$ cat src/hdl/assert_macros.svh
// Assertion helpers used by the top-level RTL file.
`ifndef ASSERT_MACROS_SVH
`define ASSERT_MACROS_SVH

// Check a property at each rising edge, skip while reset is held.
`define ASSERT_SYNC(label, clk, rst_n, prop, msg) \
    label: assert property (@(posedge clk) disable iff (!rst_n) (prop)) else $error(msg);

// Check a property at each rising edge, reset cycles included.
`define ASSERT_ALWAYS(label, clk, prop, msg) \
    label: assert property (@(posedge clk) (prop)) else $error(msg);

`endif

$ cat src/hdl/dbio_pkg.sv
package dbio_pkg;

    // Default counter widths
    localparam int HOLD_COUNT_BITS_DEF  = 13;
    localparam int PULSE_COUNT_BITS_DEF = 16;

    // Fixed field widths
    localparam int MODE_W     = 3;
    localparam int VALUE_W    = 16;
    localparam int DEBOUNCE_W = 13;

    // APB address and register index widths
    localparam int ADDR_W    = 5;
    localparam int REG_IDX_W = 3;
    localparam int DATA_W    = 32;

    // Item modes
    localparam logic [MODE_W-1:0] MODE_TICK    = 3'd0;
    localparam logic [MODE_W-1:0] MODE_SET     = 3'd1;
    localparam logic [MODE_W-1:0] MODE_TOGGLE  = 3'd2;
    localparam logic [MODE_W-1:0] MODE_IMPULSE = 3'd3;
    localparam logic [MODE_W-1:0] MODE_ENABLE  = 3'd4;
    localparam logic [MODE_W-1:0] MODE_START   = 3'd5;

    // Register indexes
    localparam logic [REG_IDX_W-1:0] REG_INPUT_INVERT    = 3'd0;
    localparam logic [REG_IDX_W-1:0] REG_OUTPUT_INVERT   = 3'd1;
    localparam logic [REG_IDX_W-1:0] REG_DEBOUNCE_MS     = 3'd2;
    localparam logic [REG_IDX_W-1:0] REG_DEFAULT_OUT     = 3'd3;
    localparam logic [REG_IDX_W-1:0] REG_ENABLE_AT_START = 3'd4;

    // Register reset values
    localparam logic                  RST_INPUT_INVERT    = 1'b0;
    localparam logic                  RST_OUTPUT_INVERT   = 1'b0;
    localparam logic [DEBOUNCE_W-1:0] RST_DEBOUNCE_MS     = 13'd10;
    localparam logic                  RST_DEFAULT_OUT     = 1'b0;
    localparam logic                  RST_ENABLE_AT_START = 1'b1;

    typedef struct packed {
        logic [MODE_W-1:0]  mode;
        logic               pin_sample;
        logic [VALUE_W-1:0] value;
    } t_in_item;

    typedef struct packed {
        logic pin_drive;
        logic out_level;
        logic input_level;
        logic report_valid;
        logic enabled;
    } t_out_item;

    typedef struct packed {
        logic                  input_invert;
        logic                  output_invert;
        logic [DEBOUNCE_W-1:0] debounce_ms;
        logic                  default_out;
        logic                  enable_at_start;
    } t_cfg;

endpackage

$ cat src/hdl/debounced_io_with_pulse_output_top.sv
// One digital I/O channel: debounced input plus a driven output with timed pulses.
// Input channel (i_in_valid / o_in_ready / i_in_item) carries one transaction per
// millisecond tick or command; mode selects tick, set level, toggle, impulse,
// enable or start. Output channel (o_out_valid / i_out_ready / o_out_item) returns
// exactly one result per input transaction, in order.
// An accepted transaction is held in the input register; the channel logic then
// loads its result into the result register, which drives o_out_valid.
// Throughput: one transaction per cycle while the receiver does not stall.
// The input register keeps taking a transaction while a result waits at the
// output; when the receiver stalls and both registers are full, o_in_ready drops.
// Reset (synchronous, active low) empties both registers, loads the register
// defaults (debounce 10 ticks, channel enabled, default output low) and clears
// the debounce and pulse counters.
// Registers sit on an APB port at byte addresses 0, 4, 8, 12, 16; pready is
// always high. Write them only while no transaction is in flight.
`include "assert_macros.svh"

module debounced_io_with_pulse_output_top #(
    parameter int HOLD_COUNT_BITS  = dbio_pkg::HOLD_COUNT_BITS_DEF,
    parameter int PULSE_COUNT_BITS = dbio_pkg::PULSE_COUNT_BITS_DEF
) (
    input  logic                          i_clk,
    input  logic                          i_rst_n,
    input  logic                          i_in_valid,
    output logic                          o_in_ready,
    input  dbio_pkg::t_in_item            i_in_item,
    output logic                          o_out_valid,
    input  logic                          i_out_ready,
    output dbio_pkg::t_out_item           o_out_item,
    input  logic                          psel,
    input  logic                          penable,
    input  logic                          pwrite,
    input  logic [dbio_pkg::ADDR_W-1:0]   paddr,
    input  logic [dbio_pkg::DATA_W-1:0]   pwdata,
    output logic [dbio_pkg::DATA_W-1:0]   prdata,
    output logic                          pready
);

    dbio_pkg::t_cfg      r_cfg;
    logic                r_in_valid;
    dbio_pkg::t_in_item  r_in_item;
    logic                r_out_valid;
    dbio_pkg::t_out_item r_out_item;
    dbio_pkg::t_out_item w_result;
    logic                w_advance;
    logic                w_fire;
    logic                w_cfg_wr;
    logic [dbio_pkg::REG_IDX_W-1:0] w_reg_idx;

    // Handshake between the input and result registers
    assign w_advance   = !r_out_valid || i_out_ready;
    assign w_fire      = r_in_valid && w_advance;
    assign o_in_ready  = !r_in_valid || w_advance;
    assign o_out_valid = r_out_valid;
    assign o_out_item  = r_out_item;

    // Register port decode
    assign pready    = 1'b1;
    assign w_reg_idx = paddr[dbio_pkg::ADDR_W-1:2];
    assign w_cfg_wr  = psel && penable && pwrite;

    // Write configuration registers
    always_ff @(posedge i_clk) begin
        if (!i_rst_n) begin
            r_cfg.input_invert    <= dbio_pkg::RST_INPUT_INVERT;
            r_cfg.output_invert   <= dbio_pkg::RST_OUTPUT_INVERT;
            r_cfg.debounce_ms     <= dbio_pkg::RST_DEBOUNCE_MS;
            r_cfg.default_out     <= dbio_pkg::RST_DEFAULT_OUT;
            r_cfg.enable_at_start <= dbio_pkg::RST_ENABLE_AT_START;
        end else if (w_cfg_wr) begin
            unique case (w_reg_idx)
                dbio_pkg::REG_INPUT_INVERT:    r_cfg.input_invert    <= pwdata[0];
                dbio_pkg::REG_OUTPUT_INVERT:   r_cfg.output_invert   <= pwdata[0];
                dbio_pkg::REG_DEBOUNCE_MS:
                    r_cfg.debounce_ms <= pwdata[dbio_pkg::DEBOUNCE_W-1:0];
                dbio_pkg::REG_DEFAULT_OUT:     r_cfg.default_out     <= pwdata[0];
                dbio_pkg::REG_ENABLE_AT_START: r_cfg.enable_at_start <= pwdata[0];
                default: begin
                end
            endcase
        end
    end

    // Read back configuration registers
    always_comb begin
        unique case (w_reg_idx)
            dbio_pkg::REG_INPUT_INVERT:    prdata = dbio_pkg::DATA_W'(r_cfg.input_invert);
            dbio_pkg::REG_OUTPUT_INVERT:   prdata = dbio_pkg::DATA_W'(r_cfg.output_invert);
            dbio_pkg::REG_DEBOUNCE_MS:     prdata = dbio_pkg::DATA_W'(r_cfg.debounce_ms);
            dbio_pkg::REG_DEFAULT_OUT:     prdata = dbio_pkg::DATA_W'(r_cfg.default_out);
            dbio_pkg::REG_ENABLE_AT_START: prdata = dbio_pkg::DATA_W'(r_cfg.enable_at_start);
            default:                       prdata = '0;
        endcase
    end

    // Hold the accepted transaction
    always_ff @(posedge i_clk) begin
        if (!i_rst_n) begin
            r_in_valid <= 1'b0;
        end else if (o_in_ready) begin
            r_in_valid <= i_in_valid;
        end
    end

    always_ff @(posedge i_clk) begin
        if (i_in_valid && o_in_ready) begin
            r_in_item <= i_in_item;
        end
    end

    dbio_chan #(
        .HOLD_COUNT_BITS  (HOLD_COUNT_BITS),
        .PULSE_COUNT_BITS (PULSE_COUNT_BITS)
    ) u_chan (
        .i_clk    (i_clk),
        .i_rst_n  (i_rst_n),
        .i_fire   (w_fire),
        .i_item   (r_in_item),
        .i_cfg    (r_cfg),
        .o_result (w_result)
    );

    // Capture the result and hold it until taken
    always_ff @(posedge i_clk) begin
        if (!i_rst_n) begin
            r_out_valid <= 1'b0;
        end else if (w_advance) begin
            r_out_valid <= r_in_valid;
        end
    end

    always_ff @(posedge i_clk) begin
        if (w_fire) begin
            r_out_item <= w_result;
        end
    end

    `ASSERT_SYNC(a_fire_fills_out, i_clk, i_rst_n, w_fire |=> r_out_valid, "result lost after transaction")
    `ASSERT_SYNC(a_report_needs_enable, i_clk, i_rst_n, (r_out_valid && r_out_item.report_valid) |-> r_out_item.enabled, "report while disabled")
    `ASSERT_SYNC(a_full_stall_blocks, i_clk, i_rst_n, (r_in_valid && r_out_valid && !i_out_ready) |=> ($stable(r_in_item) && r_in_valid), "input register overwritten during stall")
    `ASSERT_ALWAYS(a_reset_empties, i_clk, !i_rst_n |=> (!r_out_valid && !r_in_valid), "registers not empty after reset")

endmodule

$ cat src/hdl/dbio_chan.sv
module dbio_chan #(
    parameter int HOLD_COUNT_BITS  = dbio_pkg::HOLD_COUNT_BITS_DEF,
    parameter int PULSE_COUNT_BITS = dbio_pkg::PULSE_COUNT_BITS_DEF
) (
    input  logic                i_clk,
    input  logic                i_rst_n,
    input  logic                i_fire,
    input  dbio_pkg::t_in_item  i_item,
    input  dbio_pkg::t_cfg      i_cfg,
    output dbio_pkg::t_out_item o_result
);

    localparam int CMP_W = (HOLD_COUNT_BITS > dbio_pkg::DEBOUNCE_W) ?
                           HOLD_COUNT_BITS : dbio_pkg::DEBOUNCE_W;
    localparam int LEN_W = (PULSE_COUNT_BITS > dbio_pkg::VALUE_W) ?
                           PULSE_COUNT_BITS : dbio_pkg::VALUE_W;
    localparam logic [HOLD_COUNT_BITS-1:0]  HOLD_MAX  = '1;
    localparam logic [PULSE_COUNT_BITS-1:0] PULSE_MAX = '1;

    logic                        r_acc,      n_acc;
    logic                        r_pend,     n_pend;
    logic [HOLD_COUNT_BITS-1:0]  r_held,     n_held;
    logic                        r_drive,    n_drive;
    logic                        r_pulse_on, n_pulse_on;
    logic                        r_rest,     n_rest;
    logic [PULSE_COUNT_BITS-1:0] r_left,     n_left;
    logic                        r_on,       n_on;
    logic                        n_report;

    logic                        w_raw;
    logic                        w_value_nz;
    logic [LEN_W-1:0]            w_len_ext;
    logic [PULSE_COUNT_BITS-1:0] w_len;

    // Condition the sample and clamp the impulse length
    always_comb begin
        w_raw      = i_item.pin_sample ^ i_cfg.input_invert;
        w_value_nz = (i_item.value != '0);
        w_len_ext  = LEN_W'(i_item.value);
        if (w_len_ext > LEN_W'(PULSE_MAX)) begin
            w_len_ext = LEN_W'(PULSE_MAX);
        end
        w_len = PULSE_COUNT_BITS'(w_len_ext);
        if (w_len == '0) begin
            w_len = PULSE_COUNT_BITS'(1);
        end
    end

    // Next state and report for the current transaction
    always_comb begin
        n_acc      = r_acc;
        n_pend     = r_pend;
        n_held     = r_held;
        n_drive    = r_drive;
        n_pulse_on = r_pulse_on;
        n_rest     = r_rest;
        n_left     = r_left;
        n_on       = r_on;
        n_report   = 1'b0;
        unique case (i_item.mode)
            dbio_pkg::MODE_TICK: begin
                // restart the hold count on a change, else count up and saturate
                if (w_raw != r_pend) begin
                    n_pend = w_raw;
                    n_held = '0;
                end else if (r_held != HOLD_MAX) begin
                    n_held = r_held + HOLD_COUNT_BITS'(1);
                end
                if ((n_pend != r_acc) &&
                    (CMP_W'(n_held) >= CMP_W'(i_cfg.debounce_ms))) begin
                    n_acc    = n_pend;
                    n_report = r_on;
                end
                // count the pulse down and drop back to rest at expiry
                if (r_pulse_on) begin
                    if (r_left != '0) begin
                        n_left = r_left - PULSE_COUNT_BITS'(1);
                    end
                    if (n_left == '0) begin
                        n_pulse_on = 1'b0;
                        n_drive    = r_rest;
                    end
                end
            end
            dbio_pkg::MODE_SET: begin
                if (r_on) begin
                    n_drive = w_value_nz;
                end
            end
            dbio_pkg::MODE_TOGGLE: begin
                if (r_on) begin
                    n_drive = ~r_drive;
                end
            end
            dbio_pkg::MODE_IMPULSE: begin
                // a repeated impulse keeps the first rest level
                if (r_on) begin
                    if (!r_pulse_on) begin
                        n_rest     = r_drive;
                        n_pulse_on = 1'b1;
                        n_drive    = ~r_drive;
                    end else begin
                        n_drive = ~r_rest;
                    end
                    n_left = w_len;
                end
            end
            dbio_pkg::MODE_ENABLE: begin
                n_on = w_value_nz;
                if (!w_value_nz) begin
                    n_pulse_on = 1'b0;
                    n_left     = '0;
                    n_drive    = i_cfg.default_out;
                end
            end
            dbio_pkg::MODE_START: begin
                n_acc      = w_raw;
                n_pend     = w_raw;
                n_held     = '0;
                n_pulse_on = 1'b0;
                n_left     = '0;
                n_rest     = 1'b0;
                n_drive    = i_cfg.default_out;
                n_on       = i_cfg.enable_at_start;
                n_report   = i_cfg.enable_at_start;
            end
            default: begin
            end
        endcase
    end

    // Build the result from the updated state
    always_comb begin
        o_result.pin_drive    = n_drive ^ i_cfg.output_invert;
        o_result.out_level    = n_drive;
        o_result.input_level  = n_acc;
        o_result.report_valid = n_report;
        o_result.enabled      = n_on;
    end

    // Advance channel state on each transaction
    always_ff @(posedge i_clk) begin
        if (!i_rst_n) begin
            r_acc      <= 1'b0;
            r_pend     <= 1'b0;
            r_held     <= '0;
            r_drive    <= dbio_pkg::RST_DEFAULT_OUT;
            r_pulse_on <= 1'b0;
            r_rest     <= 1'b0;
            r_left     <= '0;
            r_on       <= dbio_pkg::RST_ENABLE_AT_START;
        end else if (i_fire) begin
            r_acc      <= n_acc;
            r_pend     <= n_pend;
            r_held     <= n_held;
            r_drive    <= n_drive;
            r_pulse_on <= n_pulse_on;
            r_rest     <= n_rest;
            r_left     <= n_left;
            r_on       <= n_on;
        end
    end

endmodule

$ cat config.mk
export PLATFORM = sky130hd
export DESIGN_NAME = debounced_io_with_pulse_output_top
export DESIGN_NICKNAME = d
export VERILOG_FILES = /design/src/hdl/dbio_pkg.sv /design/src/hdl/debounced_io_with_pulse_output_top.sv /design/src/hdl/dbio_chan.sv
export VERILOG_INCLUDE_DIRS = /design/src /design/src/hdl
export SDC_FILE = /design/constraint.sdc
export NUM_CORES = 1
export LEC_CHECK = 0
export BUFFER_PORTS_ARGS = -buffer_cell sky130_fd_sc_hd__buf_2
export CAP_MARGIN = 20
export CORE_MARGIN = 10
export CORE_UTILIZATION = 50
export CTS_CLUSTER_DIAMETER = 50
export DETAILED_ROUTE_END_ITERATION = 10
export GPL_TIMING_DRIVEN = 0
export PLACE_DENSITY = 0.83
export SLEW_MARGIN = 20
export SYNTH_ARGS = -nofsm -noshare
export SYNTH_HDL_FRONTEND = slang
export SYNTH_HIERARCHICAL = 1
export SYNTH_SLANG_ARGS = --single-unit
$ cat constraint.sdc
create_clock -name i_clk -period 3.3 [get_ports i_clk]
set_input_delay 0.66 -clock i_clk [delete_from_list [all_inputs] [get_ports i_clk]]
set_output_delay 0.66 -clock i_clk [all_outputs]
set_load 0.03 [all_outputs]
==> results.cfg <==
[synthesis]
synthArstFlopShare = 0
yosysMostFrequentCell = nand2_1
synth_area_leader_cell = dfxtp_1
synth_common_cells = 67 x nand2_1, 54 x dfxtp_1, 41 x nor2_1, 37 x a21oi_1, 28 x inv_1
synth-seq-area-share = 0.363
ys_types = 75
synth_ff_type = dfxtp_1
yosys_warnings = 6
syn-mean-instance-area_um2 = 8.51
yosysTopAreaCellShare = 0.214
synth-edff-count = 25
syn_area_um2 = 5040
ys_seq_elements = 79
synth_area_leaders = dfxtp_1 21%, edfxtp_1 15%, nand2_1 5.0%
netlist_instances = 593

[worst_hold_path]
hold_depth = 2
hp-start = u_chan/r_rest
hold_class = flop to flop
min_to = u_chan/r_rest

[routing]
wl_mm = 15.0
topRoutingLayerUsed = met4
met3WireLength_mm = 1.39
antenna_left = 0
drt-met1-wl_mm = 6.04
first_pass_iters = 5
via_count = 4943
avgRoutedWirePerCell_um = 17.9
drtIter0Drc = 436
via_per_inst = 5.91
drc = 0
wl_met2_mm = 7.14

[clock_network]
numCtsBuffers = 9
worst_skew_pair.late_latency_ps = 360
cts_tree = built
clkTransAtPathRegs_ps = 80
cts_root_buf = clkbuf_8
htreeDepth = 3
clockBufferDepth = 2
cts.sinks = 79

[finish]
regArea_um2 = 1860
final-instance-count-excl-fill = 837
syn_to_final_growth_pct = 22.6
drive_above_1_share = 0.270
diodes = 0
final_nets = 781
fin_util = 0.630
fillerInstances = 823
multi_input_area_um2 = 3060

[power_and_ir_drop]
switching_power_uw = 714
seq_power_share = 0.461
p_per_area_nw_per_um2 = 372
power_uw = 2300
vdd_drop_max_uv = 358
pwr-share-comb = 0.244
swShare = 0.310
p_leak_uw = 0.00258
p_int_uw = 1590
power_frac_clock = 0.295

[timing]
worstMarginPinSlew_ps = 857
min_period_ps = 3460
maxSlewHeadroom = 0.429
slew_violations = 0
finalSetupTns_ps = -325
setup_violations = 2
clock_skew_ps = 11.7
fin_crit_sh = 1.05
max_freq_ghz = 0.289
hold_violations = 0
rsz0062_at_grt = true
fin_ws_ps = -163

[global_route]
grt_overflow = 0
antenna_found_initial = 0
grt_pass1_vias = 4779
grtUsageTotal = 0.194
grt_max_degree = 21
grt_pass1_wl_mm = 23.4

[setup_path]
reg2reg_slack_ps = -160
crit_path_top_delay_cell = a2111oi_4
path_max_fanout = 5
startpoint_type = flop
cp_num_buf_inv = 1
worstPathRequired_ps = 3540
arrival_ps = 3700
cp_top_family = compound AO/OA/AOI/OAI gates
rr_endpoint = u_chan/r_acc
r2r-start = u_chan/r_held[7]
cp-end-kind = flop
slowest_delay_ps = 400
worst_r2r_path_depth = 14
crit_type = flop to flop
crit_chain = and3_4, and3_4, a31oi_4, and2_4, nand2_4, xnor2_2, and2_4, ha_4, and4_4, a2111oi_4, a31oi_4, o21a_1, buf_4, o41a_1

[place]
gp_congestion = 0.939
hpwl_mm = 10.7
dp_cells = 803
preCtsSetupSlack_ps = -427
port-buffer-count = 59

[die]
die_h_um = 120
core-area_um2 = 9820
rows = 36
die-width_um = 120
ioPinCount = 104
die_area_um2 = 14500
initial_core_util = 0.514

[run_status]
violations = negative setup slack
status = finished, violations left

[run]
cap_violations = 0
[placed cells by master (no fill, tap or decap), drive strengths merged, types with 16 or more instances in the layout]
master	n
dfxtp	54
buf	114
ha	18
nor2	42
inv	28
mux2i	16
nor3	22
conb	20
nand2	67
and2	25
o21ai	24
a21oi	37
clkbuf	34
edfxtp	25
[flip-flops by register name, summed over array words and instances, names as in the netlist, 5 cells and up]
signal	cells
o_out_item	5
r_cfg	17
r_in_item	20
u_chan/r_held	13
u_chan/r_left	16
[through the flow]
step           hold WS (ps)  area (µm²)
6_report                461        6190
3_3_place_gp            449        5610
2_1_floorplan           432        5150
3_5_place_dp            448        5610
5_1_grt                 457        6190
4_1_cts                 458        6070
[worst max-delay path by stage]
stage                           startpoint  cells after the start             to
after floorplan           u_chan/r_held[7]                     16  o_out_item[2]
after global placement    u_chan/r_held[6]                     16  o_out_item[2]
after detailed placement  u_chan/r_held[6]                     15  o_out_item[2]
after CTS                 u_chan/r_held[6]                     14  o_out_item[2]
after global routing      u_chan/r_held[7]                     14   u_chan/r_acc
final                     u_chan/r_held[7]                     14   u_chan/r_acc
[worst register-to-register path, cell delays in order, from the launching register on]
cell and delay, ps:
dfxtp_4 360, and3_4 170, and3_4 210, a31oi_4 250
and2_4 230, nand2_4 70, xnor2_2 210, and2_4 190
ha_4 190, and4_4 150, a2111oi_4 400, a31oi_4 160
o21a_1 230, buf_4 140, o41a_1 390
[kinds of logic after synthesis]
kind of cell / after synthesis / synth area share
flip-flops: 79 / 0.363
XOR/XNOR: 15 / 0.0275
multiplexers: 17 / 0.0340
AO/OA/AOI/OAI: 138 / 0.185
AND/OR/NAND/NOR: 238 / 0.253
buffers and inverters: 86 / 0.0915
adder cells (fa/ha/maj): 18 / 0.0447
other: 2 / 0.00149
[repair_timing]
item / in CTS / in global routing
endpoints found under the setup margin: 5 / 6
pin swaps: 14 / 18
hold buffers: 0 / 0
setup buffers: 16 / 4
resized for setup: 39 / 23
[routing by layer]
| layer | vias up | global-route usage |
|---|---|---|
| met4 | 0 | 0.0837 |
| met1 | 2318 | 0.238 |
| met5 | - | 0 |
| met3 | 37 | 0.0489 |
| li1 | 2313 | - |
| met2 | 275 | 0.318 |
[layout make-up]
cell class / instances / share of cell area
multi-input cells: 446 / 0.495
flip-flops and latches: 79 / 0.300
repair buffers: 79 / 0.0732
plain buffers: 56 / 0.0570
clock buffers: 13 / 0.0275
well taps: 133 / 0.0269
inverters: 28 / 0.0170
clock inverters: 3 / 0.00283
[power groups by stage]
stage                     combinational (µW)  clock, µW  sequential, µW
after floorplan                          379          0            1090
after global placement                   507          0            1080
after detailed placement                 512          0            1090
after CTS                                533        692            1060
after global routing                     607        727            1060
final                                    561        679            1060
No activity file was read; power rests on OpenSTA's default activity.
